`src/sv/ictu_pkg.sv`:
```
// ----------------------------------------------------------------------------
// In-order completion tracker package
// Shared sizes, request and result types, state and operation codes.
// ----------------------------------------------------------------------------
package ictu_pkg;

    // Ring size and derived widths.
    localparam int DEPTH   = 64;
    localparam int PTR_W   = $clog2(DEPTH);
    localparam int CNT_W   = $clog2(DEPTH + 1);

    // Fixed field widths of the request and result.
    localparam int TAG_W   = 6;
    localparam int COUNT_W = 7;
    localparam int LIMIT_W = 7;

    // The shared unit must hold occupancy plus a full batch count.
    localparam int ALU_W   = ((CNT_W > COUNT_W) ? CNT_W : COUNT_W) + 1;
    localparam logic [ALU_W-1:0] DEPTH_A = ALU_W'(DEPTH);

    localparam logic [LIMIT_W-1:0] LIMIT_RESET = 7'd64;

    typedef enum logic [1:0] {
        ACT_START  = 2'd0,
        ACT_FINISH = 2'd1,
        ACT_QUERY  = 2'd2,
        ACT_NONE   = 2'd3
    } t_action;

    typedef enum logic [2:0] {
        S_CLEAR,
        S_IDLE,
        S_EVAL,
        S_CHECK,
        S_SYNC,
        S_READ,
        S_TEST,
        S_DONE
    } t_state;

    typedef enum logic [1:0] {
        ALU_ADD,
        ALU_ADD_MOD,
        ALU_SUB_MOD
    } t_alu_op;

    typedef struct packed {
        t_alu_op          op;
        logic [ALU_W-1:0] a;
        logic [ALU_W-1:0] b;
        logic [ALU_W-1:0] c;
    } t_alu_req;

    typedef struct packed {
        logic [ALU_W-1:0] res;
        logic             gt;
        logic             lt;
    } t_alu_rsp;

    typedef struct packed {
        t_action            action;
        logic [TAG_W-1:0]   tag;
        logic [COUNT_W-1:0] batch_count;
        logic               is_sync;
    } t_request;

    typedef struct packed {
        logic               accepted;
        logic               limit_fault;
        logic [TAG_W-1:0]   first_tag;
        logic [COUNT_W-1:0] retired_count;
        logic [COUNT_W-1:0] pending_count;
        logic [TAG_W-1:0]   head_tag;
        logic               client_synchronized;
        logic               can_send_full;
        logic               can_initialize_full;
        logic               ignored;
    } t_result;

endpackage

```
`src/sv/in_order_completion_tracker_unit.sv`:
```
// ----------------------------------------------------------------------------
// In-order completion tracker
// Reserves page tags in issue order and retires them in order as they finish.
// ----------------------------------------------------------------------------
// Usage:
//   A request is taken when start is high and busy is low. Action start batch
//   reserves batch_count tags at the tail if the outstanding limit allows,
//   finish page retires the head (and drains done entries behind it), marks
//   another pending tag done or ignores a tag that is not pending, and query
//   tag reports whether the tag may send full. Each request yields one result
//   on o_result, shown for one cycle with o_result_valid; the receiver cannot
//   stall it. A taken request is registered and evaluated; query and unused
//   codes then give their result, start batch and finish pass a check step
//   first (an accepted sync batch adds a sync step), and a finish of the head
//   walks the entries behind it, a read step and a test step for each, until
//   one is found unfinished or the ring is empty. busy falls in the cycle
//   after the strobe. The cost is set by the one shared ring unit and by the
//   registered read of the done-mark memory, which the drain walk visits one
//   entry at a time. The outstanding limit is written on its own channel,
//   always ready. Reset restores the limit to 64 and then runs a clearing
//   pass over all DEPTH entries of the done-mark memory, during which busy
//   stays high.
// ----------------------------------------------------------------------------
module in_order_completion_tracker_unit (
    input  logic                           i_clk,
    input  logic                           i_rst_n,
    input  logic                           start,
    output logic                           busy,
    input  ictu_pkg::t_request             i_request,
    output logic                           o_result_valid,
    output ictu_pkg::t_result              o_result,
    input  logic                           i_cfg_valid,
    output logic                           o_cfg_ready,
    input  logic [ictu_pkg::LIMIT_W-1:0]   i_cfg_data
);

    ictu_pkg::t_state   r_state, n_state;
    ictu_pkg::t_request r_req, n_req;

    logic [ictu_pkg::PTR_W-1:0]   r_head, n_head;
    logic [ictu_pkg::CNT_W-1:0]   r_occ, n_occ;
    logic                         r_sync_valid, n_sync_valid;
    logic [ictu_pkg::PTR_W-1:0]   r_sync_tag, n_sync_tag;
    logic                         r_synced, n_synced;
    logic [ictu_pkg::LIMIT_W-1:0] r_limit;
    logic [ictu_pkg::PTR_W-1:0]   r_clr, n_clr;
    logic [ictu_pkg::PTR_W-1:0]   r_tail, n_tail;
    logic                         r_pending, n_pending;

    logic                         r_accepted, n_accepted;
    logic                         r_fault, n_fault;
    logic [ictu_pkg::CNT_W-1:0]   r_retired, n_retired;
    logic                         r_ignored, n_ignored;
    logic                         r_send_full, n_send_full;

    ictu_pkg::t_alu_req alu_req;
    ictu_pkg::t_alu_rsp alu_rsp;

    logic                         ram_we;
    logic [ictu_pkg::PTR_W-1:0]   ram_waddr;
    logic [0:0]                   ram_wdata;
    logic [0:0]                   ram_rdata;

    logic                         req_take;
    logic                         tag_is_head;
    logic                         tag_in_ring;
    logic [ictu_pkg::ALU_W-1:0]   limit_eff;
    logic [ictu_pkg::ALU_W-1:0]   count_ext;

    // Request acceptance and small decodes.
    assign busy        = (r_state != ictu_pkg::S_IDLE);
    assign req_take    = start && !busy;
    assign o_cfg_ready = 1'b1;
    assign tag_is_head = (ictu_pkg::ALU_W'(r_req.tag) == ictu_pkg::ALU_W'(r_head));
    assign tag_in_ring = (ictu_pkg::ALU_W'(r_req.tag) < ictu_pkg::DEPTH_A);
    assign count_ext   = ictu_pkg::ALU_W'(r_req.batch_count);
    assign limit_eff   = (ictu_pkg::ALU_W'(r_limit) < ictu_pkg::DEPTH_A) ?
                         ictu_pkg::ALU_W'(r_limit) : ictu_pkg::DEPTH_A;

    // Shared ring arithmetic.
    ictu_alu u_alu (
        .i_req (alu_req),
        .o_rsp (alu_rsp)
    );

    // Done marks, one bit per ring slot.
    ictu_ram #(
        .WIDTH (1),
        .DEPTH (ictu_pkg::DEPTH)
    ) u_done_ram (
        .i_clk   (i_clk),
        .i_we    (ram_we),
        .i_waddr (ram_waddr),
        .i_wdata (ram_wdata),
        .i_raddr (r_head),
        .o_rdata (ram_rdata)
    );

    // Next state of the sequencer.
    always_comb begin
        n_state = r_state;
        unique case (r_state)
            ictu_pkg::S_CLEAR: begin
                if (r_clr == ictu_pkg::PTR_W'(ictu_pkg::DEPTH - 1)) begin
                    n_state = ictu_pkg::S_IDLE;
                end
            end
            ictu_pkg::S_IDLE: begin
                if (req_take) begin
                    n_state = ictu_pkg::S_EVAL;
                end
            end
            ictu_pkg::S_EVAL: begin
                if (r_req.action == ictu_pkg::ACT_START ||
                    r_req.action == ictu_pkg::ACT_FINISH) begin
                    n_state = ictu_pkg::S_CHECK;
                end else begin
                    n_state = ictu_pkg::S_DONE;
                end
            end
            ictu_pkg::S_CHECK: begin
                n_state = ictu_pkg::S_DONE;
                if (r_req.action == ictu_pkg::ACT_START) begin
                    if (!alu_rsp.gt && r_req.is_sync && r_req.batch_count != '0) begin
                        n_state = ictu_pkg::S_SYNC;
                    end
                end else if (r_pending && tag_is_head &&
                             r_occ != ictu_pkg::CNT_W'(1)) begin
                    n_state = ictu_pkg::S_READ;
                end
            end
            ictu_pkg::S_SYNC: begin
                n_state = ictu_pkg::S_DONE;
            end
            ictu_pkg::S_READ: begin
                n_state = ictu_pkg::S_TEST;
            end
            ictu_pkg::S_TEST: begin
                if (ram_rdata[0] && r_occ != ictu_pkg::CNT_W'(1)) begin
                    n_state = ictu_pkg::S_READ;
                end else begin
                    n_state = ictu_pkg::S_DONE;
                end
            end
            ictu_pkg::S_DONE: begin
                n_state = ictu_pkg::S_IDLE;
            end
            default: begin
                n_state = ictu_pkg::S_IDLE;
            end
        endcase
    end

    // Datapath control for each sequencer step.
    always_comb begin
        n_req        = r_req;
        n_head       = r_head;
        n_occ        = r_occ;
        n_sync_valid = r_sync_valid;
        n_sync_tag   = r_sync_tag;
        n_synced     = r_synced;
        n_clr        = r_clr;
        n_tail       = r_tail;
        n_pending    = r_pending;
        n_accepted   = r_accepted;
        n_fault      = r_fault;
        n_retired    = r_retired;
        n_ignored    = r_ignored;
        n_send_full  = r_send_full;
        alu_req      = '{op: ictu_pkg::ALU_ADD, a: '0, b: '0, c: '0};
        ram_we       = 1'b0;
        ram_waddr    = r_head;
        ram_wdata    = 1'b0;

        unique case (r_state)
            ictu_pkg::S_CLEAR: begin
                ram_we    = 1'b1;
                ram_waddr = r_clr;
                n_clr     = r_clr + ictu_pkg::PTR_W'(1);
            end
            ictu_pkg::S_IDLE: begin
                if (req_take) begin
                    n_req       = i_request;
                    n_accepted  = 1'b0;
                    n_fault     = 1'b0;
                    n_retired   = '0;
                    n_ignored   = 1'b0;
                    n_send_full = 1'b0;
                end
            end
            ictu_pkg::S_EVAL: begin
                unique case (r_req.action)
                    ictu_pkg::ACT_START: begin
                        // Tail slot: head plus occupancy around the ring.
                        alu_req = '{op: ictu_pkg::ALU_ADD_MOD,
                                    a: ictu_pkg::ALU_W'(r_head),
                                    b: ictu_pkg::ALU_W'(r_occ),
                                    c: '0};
                        n_tail  = ictu_pkg::PTR_W'(alu_rsp.res);
                    end
                    ictu_pkg::ACT_FINISH: begin
                        // Pending when the ring distance from the head is below occupancy.
                        alu_req   = '{op: ictu_pkg::ALU_SUB_MOD,
                                      a: ictu_pkg::ALU_W'(r_req.tag),
                                      b: ictu_pkg::ALU_W'(r_head),
                                      c: ictu_pkg::ALU_W'(r_occ)};
                        n_pending = tag_in_ring && alu_rsp.lt;
                    end
                    ictu_pkg::ACT_QUERY: begin
                        n_send_full = (r_occ != '0) && tag_is_head && r_synced;
                    end
                    ictu_pkg::ACT_NONE: begin
                        n_send_full = 1'b0;
                    end
                    default: begin
                        n_send_full = 1'b0;
                    end
                endcase
            end
            ictu_pkg::S_CHECK: begin
                if (r_req.action == ictu_pkg::ACT_START) begin
                    // Limit check on the new occupancy.
                    alu_req = '{op: ictu_pkg::ALU_ADD,
                                a: ictu_pkg::ALU_W'(r_occ),
                                b: count_ext,
                                c: limit_eff};
                    if (alu_rsp.gt) begin
                        n_fault = 1'b1;
                    end else begin
                        n_accepted = 1'b1;
                        n_occ      = ictu_pkg::CNT_W'(alu_rsp.res);
                    end
                end else if (!r_pending) begin
                    n_ignored = 1'b1;
                end else if (tag_is_head) begin
                    // Retire the head.
                    alu_req   = '{op: ictu_pkg::ALU_ADD_MOD,
                                  a: ictu_pkg::ALU_W'(r_head),
                                  b: ictu_pkg::ALU_W'(1),
                                  c: '0};
                    ram_we    = 1'b1;
                    n_head    = ictu_pkg::PTR_W'(alu_rsp.res);
                    n_occ     = r_occ - ictu_pkg::CNT_W'(1);
                    n_retired = r_retired + ictu_pkg::CNT_W'(1);
                    if (r_sync_valid && r_head == r_sync_tag) begin
                        n_synced     = 1'b1;
                        n_sync_valid = 1'b0;
                    end
                end else begin
                    // Out-of-order finish: mark the entry done.
                    ram_we    = 1'b1;
                    ram_waddr = ictu_pkg::PTR_W'(r_req.tag);
                    ram_wdata = 1'b1;
                end
            end
            ictu_pkg::S_SYNC: begin
                // The last tag of the batch becomes the sync tag.
                alu_req      = '{op: ictu_pkg::ALU_ADD_MOD,
                                 a: ictu_pkg::ALU_W'(r_tail),
                                 b: count_ext - ictu_pkg::ALU_W'(1),
                                 c: '0};
                n_sync_tag   = ictu_pkg::PTR_W'(alu_rsp.res);
                n_sync_valid = 1'b1;
            end
            ictu_pkg::S_READ: begin
                // The memory read of the new head is under way.
                ram_we = 1'b0;
            end
            ictu_pkg::S_TEST: begin
                if (ram_rdata[0]) begin
                    // Drain a head that already finished.
                    alu_req   = '{op: ictu_pkg::ALU_ADD_MOD,
                                  a: ictu_pkg::ALU_W'(r_head),
                                  b: ictu_pkg::ALU_W'(1),
                                  c: '0};
                    ram_we    = 1'b1;
                    n_head    = ictu_pkg::PTR_W'(alu_rsp.res);
                    n_occ     = r_occ - ictu_pkg::CNT_W'(1);
                    n_retired = r_retired + ictu_pkg::CNT_W'(1);
                    if (r_sync_valid && r_head == r_sync_tag) begin
                        n_synced     = 1'b1;
                        n_sync_valid = 1'b0;
                    end
                end
            end
            ictu_pkg::S_DONE: begin
                ram_we = 1'b0;
            end
            default: begin
                ram_we = 1'b0;
            end
        endcase
    end

    // Control and tracking state.
    always_ff @(posedge i_clk) begin
        if (!i_rst_n) begin
            r_state      <= ictu_pkg::S_CLEAR;
            r_clr        <= '0;
            r_head       <= '0;
            r_occ        <= '0;
            r_sync_valid <= 1'b0;
            r_sync_tag   <= '0;
            r_synced     <= 1'b0;
            r_limit      <= ictu_pkg::LIMIT_RESET;
        end else begin
            r_state      <= n_state;
            r_clr        <= n_clr;
            r_head       <= n_head;
            r_occ        <= n_occ;
            r_sync_valid <= n_sync_valid;
            r_sync_tag   <= n_sync_tag;
            r_synced     <= n_synced;
            if (i_cfg_valid && o_cfg_ready) begin
                r_limit <= i_cfg_data;
            end
        end
    end

    // Request and result payload.
    always_ff @(posedge i_clk) begin
        r_req       <= n_req;
        r_tail      <= n_tail;
        r_pending   <= n_pending;
        r_accepted  <= n_accepted;
        r_fault     <= n_fault;
        r_retired   <= n_retired;
        r_ignored   <= n_ignored;
        r_send_full <= n_send_full;
    end

    // Result strobe and fields.
    assign o_result_valid                = (r_state == ictu_pkg::S_DONE);
    assign o_result.accepted             = r_accepted;
    assign o_result.limit_fault          = r_fault;
    assign o_result.first_tag            = r_accepted ? ictu_pkg::TAG_W'(r_tail) : '0;
    assign o_result.retired_count        = ictu_pkg::COUNT_W'(r_retired);
    assign o_result.pending_count        = ictu_pkg::COUNT_W'(r_occ);
    assign o_result.head_tag             = ictu_pkg::TAG_W'(r_head);
    assign o_result.client_synchronized  = r_synced;
    assign o_result.can_send_full        = r_send_full;
    assign o_result.can_initialize_full  = (r_occ == '0) && r_synced;
    assign o_result.ignored              = r_ignored;

    // Occupancy never exceeds the ring.
    assert property (@(posedge i_clk) disable iff (!i_rst_n)
        r_occ <= ictu_pkg::CNT_W'(ictu_pkg::DEPTH))
        else $error("occupancy exceeds ring size");

    // A result strobe lasts exactly one cycle.
    assert property (@(posedge i_clk) disable iff (!i_rst_n)
        o_result_valid |=> !o_result_valid)
        else $error("result strobe held longer than one cycle");

    // A batch is either accepted or faulted, never both.
    assert property (@(posedge i_clk) disable iff (!i_rst_n)
        o_result_valid |-> !(o_result.accepted && o_result.limit_fault))
        else $error("batch both accepted and faulted");

    // A taken request makes the block busy in the next cycle.
    assert property (@(posedge i_clk) disable iff (!i_rst_n)
        req_take |=> busy)
        else $error("request taken without going busy");

    // An ignored finish retires nothing.
    assert property (@(posedge i_clk) disable iff (!i_rst_n)
        (o_result_valid && o_result.ignored) |-> (o_result.retired_count == '0))
        else $error("ignored finish reported retirements");

    // Each drain step retires exactly one entry.
    assert property (@(posedge i_clk) disable iff (!i_rst_n)
        (r_state == ictu_pkg::S_TEST && ram_rdata[0]) |=>
        (r_occ == $past(r_occ) - ictu_pkg::CNT_W'(1)))
        else $error("drain step did not retire one entry");

endmodule

```
`src/sv/ictu_ram.sv`:
```
// ----------------------------------------------------------------------------
// Generic RAM
// One write port and one read port with registered read data.
// ----------------------------------------------------------------------------
module ictu_ram #(
    parameter int WIDTH = 1,
    parameter int DEPTH = 64
) (
    input  logic                     i_clk,
    input  logic                     i_we,
    input  logic [$clog2(DEPTH)-1:0] i_waddr,
    input  logic [WIDTH-1:0]         i_wdata,
    input  logic [$clog2(DEPTH)-1:0] i_raddr,
    output logic [WIDTH-1:0]         o_rdata
);

    logic [WIDTH-1:0] r_mem [DEPTH];
    logic [WIDTH-1:0] r_rdata;

    // Write and registered read.
    always_ff @(posedge i_clk) begin
        if (i_we) begin
            r_mem[i_waddr] <= i_wdata;
        end
        r_rdata <= r_mem[i_raddr];
    end

    assign o_rdata = r_rdata;

endmodule

```
`src/sv/ictu_alu.sv`:
```
// ----------------------------------------------------------------------------
// Tracker ring arithmetic unit
// Shared add, ring add and ring distance with a compare against a bound.
// ----------------------------------------------------------------------------
module ictu_alu (
    input  ictu_pkg::t_alu_req i_req,
    output ictu_pkg::t_alu_rsp o_rsp
);

    logic [ictu_pkg::ALU_W-1:0] sum;
    logic [ictu_pkg::ALU_W-1:0] diff;
    logic [ictu_pkg::ALU_W-1:0] res;

    assign sum  = i_req.a + i_req.b;
    assign diff = i_req.a - i_req.b;

    // Ring operands stay below twice the ring size, so one correction suffices.
    always_comb begin
        unique case (i_req.op)
            ictu_pkg::ALU_ADD: begin
                res = sum;
            end
            ictu_pkg::ALU_ADD_MOD: begin
                res = (sum >= ictu_pkg::DEPTH_A) ? (sum - ictu_pkg::DEPTH_A) : sum;
            end
            ictu_pkg::ALU_SUB_MOD: begin
                res = (i_req.a < i_req.b) ? (diff + ictu_pkg::DEPTH_A) : diff;
            end
            default: begin
                res = sum;
            end
        endcase
    end

    assign o_rsp.res = res;
    assign o_rsp.gt  = (res > i_req.c);
    assign o_rsp.lt  = (res < i_req.c);

endmodule
```
`config.mk`:
```
export PLATFORM = sky130hd
export DESIGN_NAME = in_order_completion_tracker_unit
export DESIGN_NICKNAME = d
export VERILOG_FILES = /design/src/sv/ictu_pkg.sv /design/src/sv/in_order_completion_tracker_unit.sv /design/src/sv/ictu_ram.sv /design/src/sv/ictu_alu.sv
export SDC_FILE = /design/constraint.sdc
export NUM_CORES = 1
export LEC_CHECK = 0
export BUFFER_PORTS_ARGS = -buffer_cell sky130_fd_sc_hd__buf_2
export CORE_MARGIN = 4
export CORE_UTILIZATION = 32
export CTS_BUF_LIST = sky130_fd_sc_hd__clkbuf_16
export CTS_CLUSTER_SIZE = 25
export DETAILED_ROUTE_END_ITERATION = 8
export PLACE_DENSITY = 0.57
export SLEW_MARGIN = 15
export SYNTH_ARGS = -nofsm -noshare
export SYNTH_HDL_FRONTEND = slang
export SYNTH_SLANG_ARGS = --single-unit
```
`constraint.sdc`:
```
create_clock -name i_clk -period 8.6 [get_ports i_clk]
set_input_delay 0.43 -clock i_clk [delete_from_list [all_inputs] [get_ports i_clk]]
set_output_delay 0.43 -clock i_clk [all_outputs]
set_load 0.005 [all_outputs]
```
==> impl_metrics.json, run 1 <==
{
  "wl_per_cell_um": 19.33,
  "critical_path_class": "reg2reg",
  "syn_avg_cell_area_um2": 10.19,
  "synthArstFlopShare": 0,
  "clk_pin_slew_worst_paths_ps": 60,
  "layout-drive-gt1-share": 0.1767,
  "required_ps": 8950,
  "drt_iter0_drc": 554,
  "ctsHoldBuffers": 0,
  "diodes": 0,
  "fp-row-count": 57,
  "cts.sinks": 136,
  "critPathSlowestCell": "dfxtp_1",
  "setup_viol": 0,
  "rsz0062_at_grt": "no",
  "slowest_delay_ps": 780,
  "ys_seq_area_frac": 0.4688,
  "grt-ovfl-total": 0,
  "startpoint_type": "flip-flop",
  "grt_use_total": 0.1681,
  "pwr-share-clk": 0.370,
  "max-vdd-ir-drop_v": 0.0001226,
  "viasPerCell": 5.277,
  "wl_um": 22340,
  "synth_edf_count": 98,
  "antenna_found_initial": 0,
  "place_congestion": 0.9002,
  "met3_usage": 0.03202,
  "grt_start_max_net_pins": 74,
  "p_seq_frac": 0.381,
  "vias": 6100,
  "grt_use_met2": 0.2793,
  "hold_viol_final": 0,
  "power_frac_comb": 0.248,
  "crit_arrival_ps": 7280,
  "htree_levels": 4,
  "start_util": 0.3248,
  "fin_crit_sh": 0.8056,
  "fin_setup_tns_ps": 0,
  "crit_fanout": 14,
  "p_int_mw": 1.385,
  "dpl.hpwl_um": 15840,
  "cts_setup_buffers": 0,
  "synth_top_area_frac": 0.3725,
  "syn_inst": 775,
  "rrSetupSlack_ps": 1670,
  "grt_pass1_wl_um": 34900,
  "yosys_warnings": 0,
  "cts-root-buf": "clkbuf_16",
  "worstRegToRegCells": 29,
  "setup.worst_path.end": "r_occ[6]$_SDFFE_PN0P_",
  "net-switching-power_uw": 725.7,
  "drc": 0,
  "dr.pass1.iters": 7,
  "die_h_um": 165.1,
  "hold_path_class": "in2reg",
  "slew_headroom": 0.3133,
  "drv_cap": 0,
  "synth_area_um2": 7900,
  "numCtsBuffers": 17,
  "io_buffers": 60,
  "core-area_um2": 24320,
  "cts.path.max_buffers": 2,
  "worstMarginPinSlew_ps": 1026,
  "timing.rr.end": "r_occ[6]$_SDFFE_PN0P_",
  "setup.worst_path.start": "r_head[2]$_SDFFE_PN0P_",
  "drv_slew": 0,
  "io_pins": 62,
  "synth_common_cells": "nor2_1 (123), edfxtp_1 (98), nand2_1 (91), dfxtp_1 (38), a21oi_1 (37)",
  "cts_resized": 0,
  "use_met1": 0.2286,
  "r2r_start": "r_head[2]$_SDFFE_PN0P_",
  "clk_latency_ps": 430,
  "syn-num-nets": 835,
  "yosys.area.top_type": "edfxtp_1",
  "detail-route-antenna-nets": 0,
  "grt_pass1_vias": 5958,
  "dieArea_um2": 27270,
  "synthTopCellsByArea": "edfxtp_1 (37%), dfxtp_1 (9.6%), mux4_2 (6.0%)",
  "endpoint_kind": "flip-flop",
  "synth_most_common_cell": "nor2_1",
  "die_x_um": 165.1,
  "status": "finished clean",
  "max_freq_ghz": 0.1443,
  "fin_util": 0.3741,
  "synth.distinct_cells": 80,
  "cts_tree": "done",
  "powerDensity_nw_per_um2": 232.0,
  "p_leak_nw": 3.337,
  "busiest_layer": "met2",
  "nets": 879,
  "critPathMostFrequentCell": "ha_1",
  "synthToLayoutAreaGrowth_pct": 15.16,
  "synth_seq_cells": 136,
  "min_period_ps": 6928,
  "fin_skew_ps": 14.26,
  "p_sw_frac": 0.3438,
  "ys.flop_type": "edfxtp_1"
}
[placed cells by master, fill, tap and decap left out, types with 7 or more instances in the layout]
master / instances
mux4_2: 21
a21oi_1: 37
a221oi_1: 8
mux2i_1: 12
xor2_1: 14
xnor2_1: 13
dfxtp_1: 38
nor2b_1: 11
nor3_1: 11
nand4_1: 9
and3_1: 7
and2_1: 18
inv_1: 32
nand2_1: 91
clkbuf_16: 17
ha_1: 31
edfxtp_1: 98
buf_2: 60
nor2_1: 123
nand3_1: 11
a22oi_1: 8
o21ai_0: 27
[worst min-delay path by stage]
stage / depth (start not counted) / endpoint / slack [ps] / startpoint
6_report: 1 / r_req[0]$_DFFE_PP_ / 180 / i_request[0]
4_1_cts: 1 / r_req[0]$_DFFE_PP_ / 170 / i_request[0]
2_1_floorplan: 2 / r_sync_tag[5]$_SDFFE_PN0P_ / 450 / r_sync_tag[5]$_SDFFE_PN0P_
3_3_place_gp: 2 / r_sync_tag[5]$_SDFFE_PN0P_ / 460 / r_sync_tag[5]$_SDFFE_PN0P_
5_1_grt: 1 / r_req[0]$_DFFE_PP_ / 160 / i_request[0]
3_5_place_dp: 2 / r_sync_tag[5]$_SDFFE_PN0P_ / 460 / r_sync_tag[5]$_SDFFE_PN0P_
[cell families after synthesis]
group	after synthesis	share of synthesized area
adder cells (fa/ha/maj)	33	0.05417
other	1	0.0004747
multiplexers	34	0.07697
buffers and inverters	74	0.04086
AND/OR/NAND/NOR	320	0.1912
XOR/XNOR	28	0.03199
AO/OA/AOI/OAI	149	0.1356
flip-flops	136	0.4688
[layer usage]
layer | vias to the layer above | share of wire
met5 | - | 0
met4 | 0 | 0.011
met3 | 17 | 0.060
met2 | 199 | 0.49
met1 | 2984 | 0.44
li1 | 2900 | -
[area by class of cell]
cell class | instances | area, µm²
Fill cell | 2408 | 15220
Multi-Input combinational cell | 565 | 3892
Sequential cell | 136 | 3704
Clock buffer | 17 | 425.4
Tap cell | 324 | 405.4
Timing Repair Buffer | 66 | 345.3
Clock inverter | 15 | 201.4
Inverter | 33 | 123.9
[power groups by stage]
stage	Sequential, mW	Clock, mW	Combinational (mW)
after detailed placement	0.819	0	0.516
after global placement	0.818	0	0.515
after floorplan	0.791	0	0.384
after CTS	0.804	0.798	0.520
final	0.805	0.781	0.524
after global routing	0.811	0.824	0.578
[flip-flops by register name (all words and copies together) (netlist names)]
signal / flops
u_done_ram.r_mem: 64
r_req: 9
count_ext: 7
r_limit: 7
r_occ: 7
r_retired: 7
r_clr: 6
r_head: 6
r_sync_tag: 6
r_tail: 6
r_state: 3
r_accepted: 1
r_fault: 1
r_ignored: 1
r_pending: 1
r_send_full: 1
r_sync_valid: 1
r_synced: 1
u_done_ram.o_rdata: 1
[critical path, delay by kind of cell, from the launching register on]
kind	cells	cell delay (ps)
muxes	2	430
and+or+nand+nor	12	2240
AOI/OAI and AO/OA	8	1960
buffers and inverters	2	160
DFF	1	780
xor gates and xnor gates	1	190
adders and majority gates	4	1080
[per-stage QoR]
step / std cells / hold WS (ps) / power [mW] / instance area [µm²] / setup WS [ps]
after floorplan: 775 / 448.1 / 1.175 / 7900 / 2761
after global placement: 1124 / 457.8 / 1.333 / 8464 / 1984
after detailed placement: 1124 / 462.2 / 1.335 / 8464 / 1787
after CTS: 1156 / 168.2 / 2.122 / 9091 / 1752
after global routing: 1156 / 162.8 / 2.214 / 9097 / 1156
final: 1156 / 180.5 / 2.111 / 9097 / 1672
(Power assumes the default switching activity.)
==> run 2, diff against run 1 <==
- PLACE_DENSITY: 0.57 -> 0.59
- clock period: 8.6 -> 5.9 ns (I/O delays scaled with it)
==> impl_metrics.json, run 2 (same netlist as run 1, synthesis figures left out) <==
{
  "dp_slack_ps": 0.09992,
  "setup_viol": 0,
  "max_freq_ghz": 0.1770,
  "endpoint_kind": "flip-flop",
  "cts-root-buf": "clkbuf_16",
  "cts.sinks": 136,
  "dieArea_um2": 27270,
  "grt_pass1_vias": 6085,
  "numCtsBuffers": 17,
  "fin_util": 0.3961,
  "clk_latency_ps": 420,
  "layout_commonest_cell": "nor2_1",
  "p_leak_nw": 3.646,
  "wl_um": 22550,
  "slowest_delay_ps": 440,
  "viasPerCell": 5.219,
  "ctsHoldBuffers": 0,
  "dr.pass1.iters": 5,
  "dpl.hpwl_um": 16260,
  "core-area_um2": 24320,
  "layout_setup_ws_ps": 251.6,
  "die_x_um": 165.1,
  "cts_tree": "done",
  "reg_top3": "u_done_ram.r_mem: 64 flops, r_req: 9 flops",
  "fin_skew_ps": 9.116,
  "start_util": 0.3248,
  "min_period_ps": 5648,
  "max-vdd-ir-drop_v": 0.0002083,
  "drv_cap": 0,
  "critPathSlowestCell": "edfxtp_1",
  "top_register": "u_done_ram.r_mem",
  "drt_iter0_drc": 557,
  "grt_pass1_wl_um": 34480,
  "cts.path.max_buffers": 2,
  "startpoint_type": "flip-flop",
  "diodes": 0,
  "die_h_um": 165.1,
  "fin_hold_ws_ps": 45.17,
  "fin_setup_tns_ps": 0,
  "drc": 0,
  "crit_fanout": 5,
  "fillers": 2377,
  "placed_area_um2": 8807,
  "io_buffers": 60,
  "grt_use_total": 0.1665,
  "hold_viol_final": 0,
  "wl_per_cell_um": 18.61,
  "drv_slew": 0,
  "nets": 935,
  "worstMarginPinSlew_ps": 1032,
  "layout-drive-gt1-share": 0.2568,
  "grt-ovfl-total": 0,
  "fin_crit_sh": 0.9574,
  "multi_input_area_um2": 4069,
  "synthToLayoutAreaGrowth_pct": 21.94,
  "slew_headroom": 0.3044,
  "vias": 6326,
  "fp-row-count": 57,
  "detail-route-antenna-nets": 0,
  "htree_levels": 4,
  "powerDensity_nw_per_um2": 314.2,
  "required_ps": 6250,
  "status": "finished clean",
  "dpl.cell_count": 1168,
  "fin_cells": 1212,
  "antenna_found_initial": 0,
  "hold_path_class": "in2reg",
  "total_power_mw": 3.026,
  "clk_pin_slew_worst_paths_ps": 60,
  "io_pins": 62,
  "grt_start_max_net_pins": 74,
  "largest_reg_flops": 64,
  "place_congestion": 0.9491,
  "critical_path_class": "reg2reg",
  "seq_area_um2": 3709,
  "crit_arrival_ps": 6000,
  "final_area_um2": 9633,
  "mostFrequentLayoutCells": "nor2_1 (121), edfxtp_1 (98), nand2_1 (89)"
}
run 2: cell types whose count changed in the layout (fill, tap and decap cells not counted), moves of 3 or more:
cell and change:
clkinvlp_4 +3, buf_6 +4, a221oi_1 -3, a21oi_1 -3, inv_8 -4, buf_4 +51
run 2: layout make-up:
cell class / count / area share
Multi-Input combinational cell: 565 / 0.4224
Sequential cell: 136 / 0.3850
Timing Repair Buffer: 122 / 0.08235
Clock buffer: 17 / 0.04416
Tap cell: 324 / 0.04208
Inverter: 33 / 0.01286
Clock inverter: 15 / 0.01117
run 2: what timing repair did:
action	in CTS	in global routing
gates resized for setup	0	43
setup buffers	2	10
pin swaps	1	18
endpoints found under the setup margin	1	11
run 2: power breakdown:
part | total [mW] | internal (mW) | switching, mW
Combinational | 0.905 | 0.349 | 0.556
Sequential | 1.16 | 1.10 | 0.0576
Clock | 0.966 | 0.538 | 0.428
run 2: routing by layer:
metal  wire [µm]  GRT usage  up-vias
li1            -          -     3008
met1        9524     0.2154     3059
met5           0          0        -
met4         463    0.05331        0
met3        1444    0.03500       35
met2       11120     0.2793      224
run 2: path summary, 6_finish.rpt:
kind / from / to / slack, ps / depth (start not counted)
setup / recovery: r_req[8]$_DFFE_PP_ / r_occ[6]$_SDFFE_PN0P_ / 250 / 29
hold / removal: i_request[4] / count_ext[3]$_DFFE_PP_ / 50 / 1
setup reg to reg: r_req[8]$_DFFE_PP_ / r_occ[6]$_SDFFE_PN0P_ / 250 / 29
hold reg to reg: r_sync_tag[5]$_SDFFE_PN0P_ / r_sync_tag[5]$_SDFFE_PN0P_ / 480 / 2
run 2: critical path: cells and delay by family, from the launching register on:
| family | cells | cell delay, ps |
|---|---|---|
| fa+ha+maj | 4 | 1020 |
| simple gates | 12 | 1880 |
| flops | 1 | 440 |
| xor+xnor | 1 | 160 |
| buf+inv | 2 | 140 |
| compound gates | 8 | 1530 |
| mux | 2 | 460 |
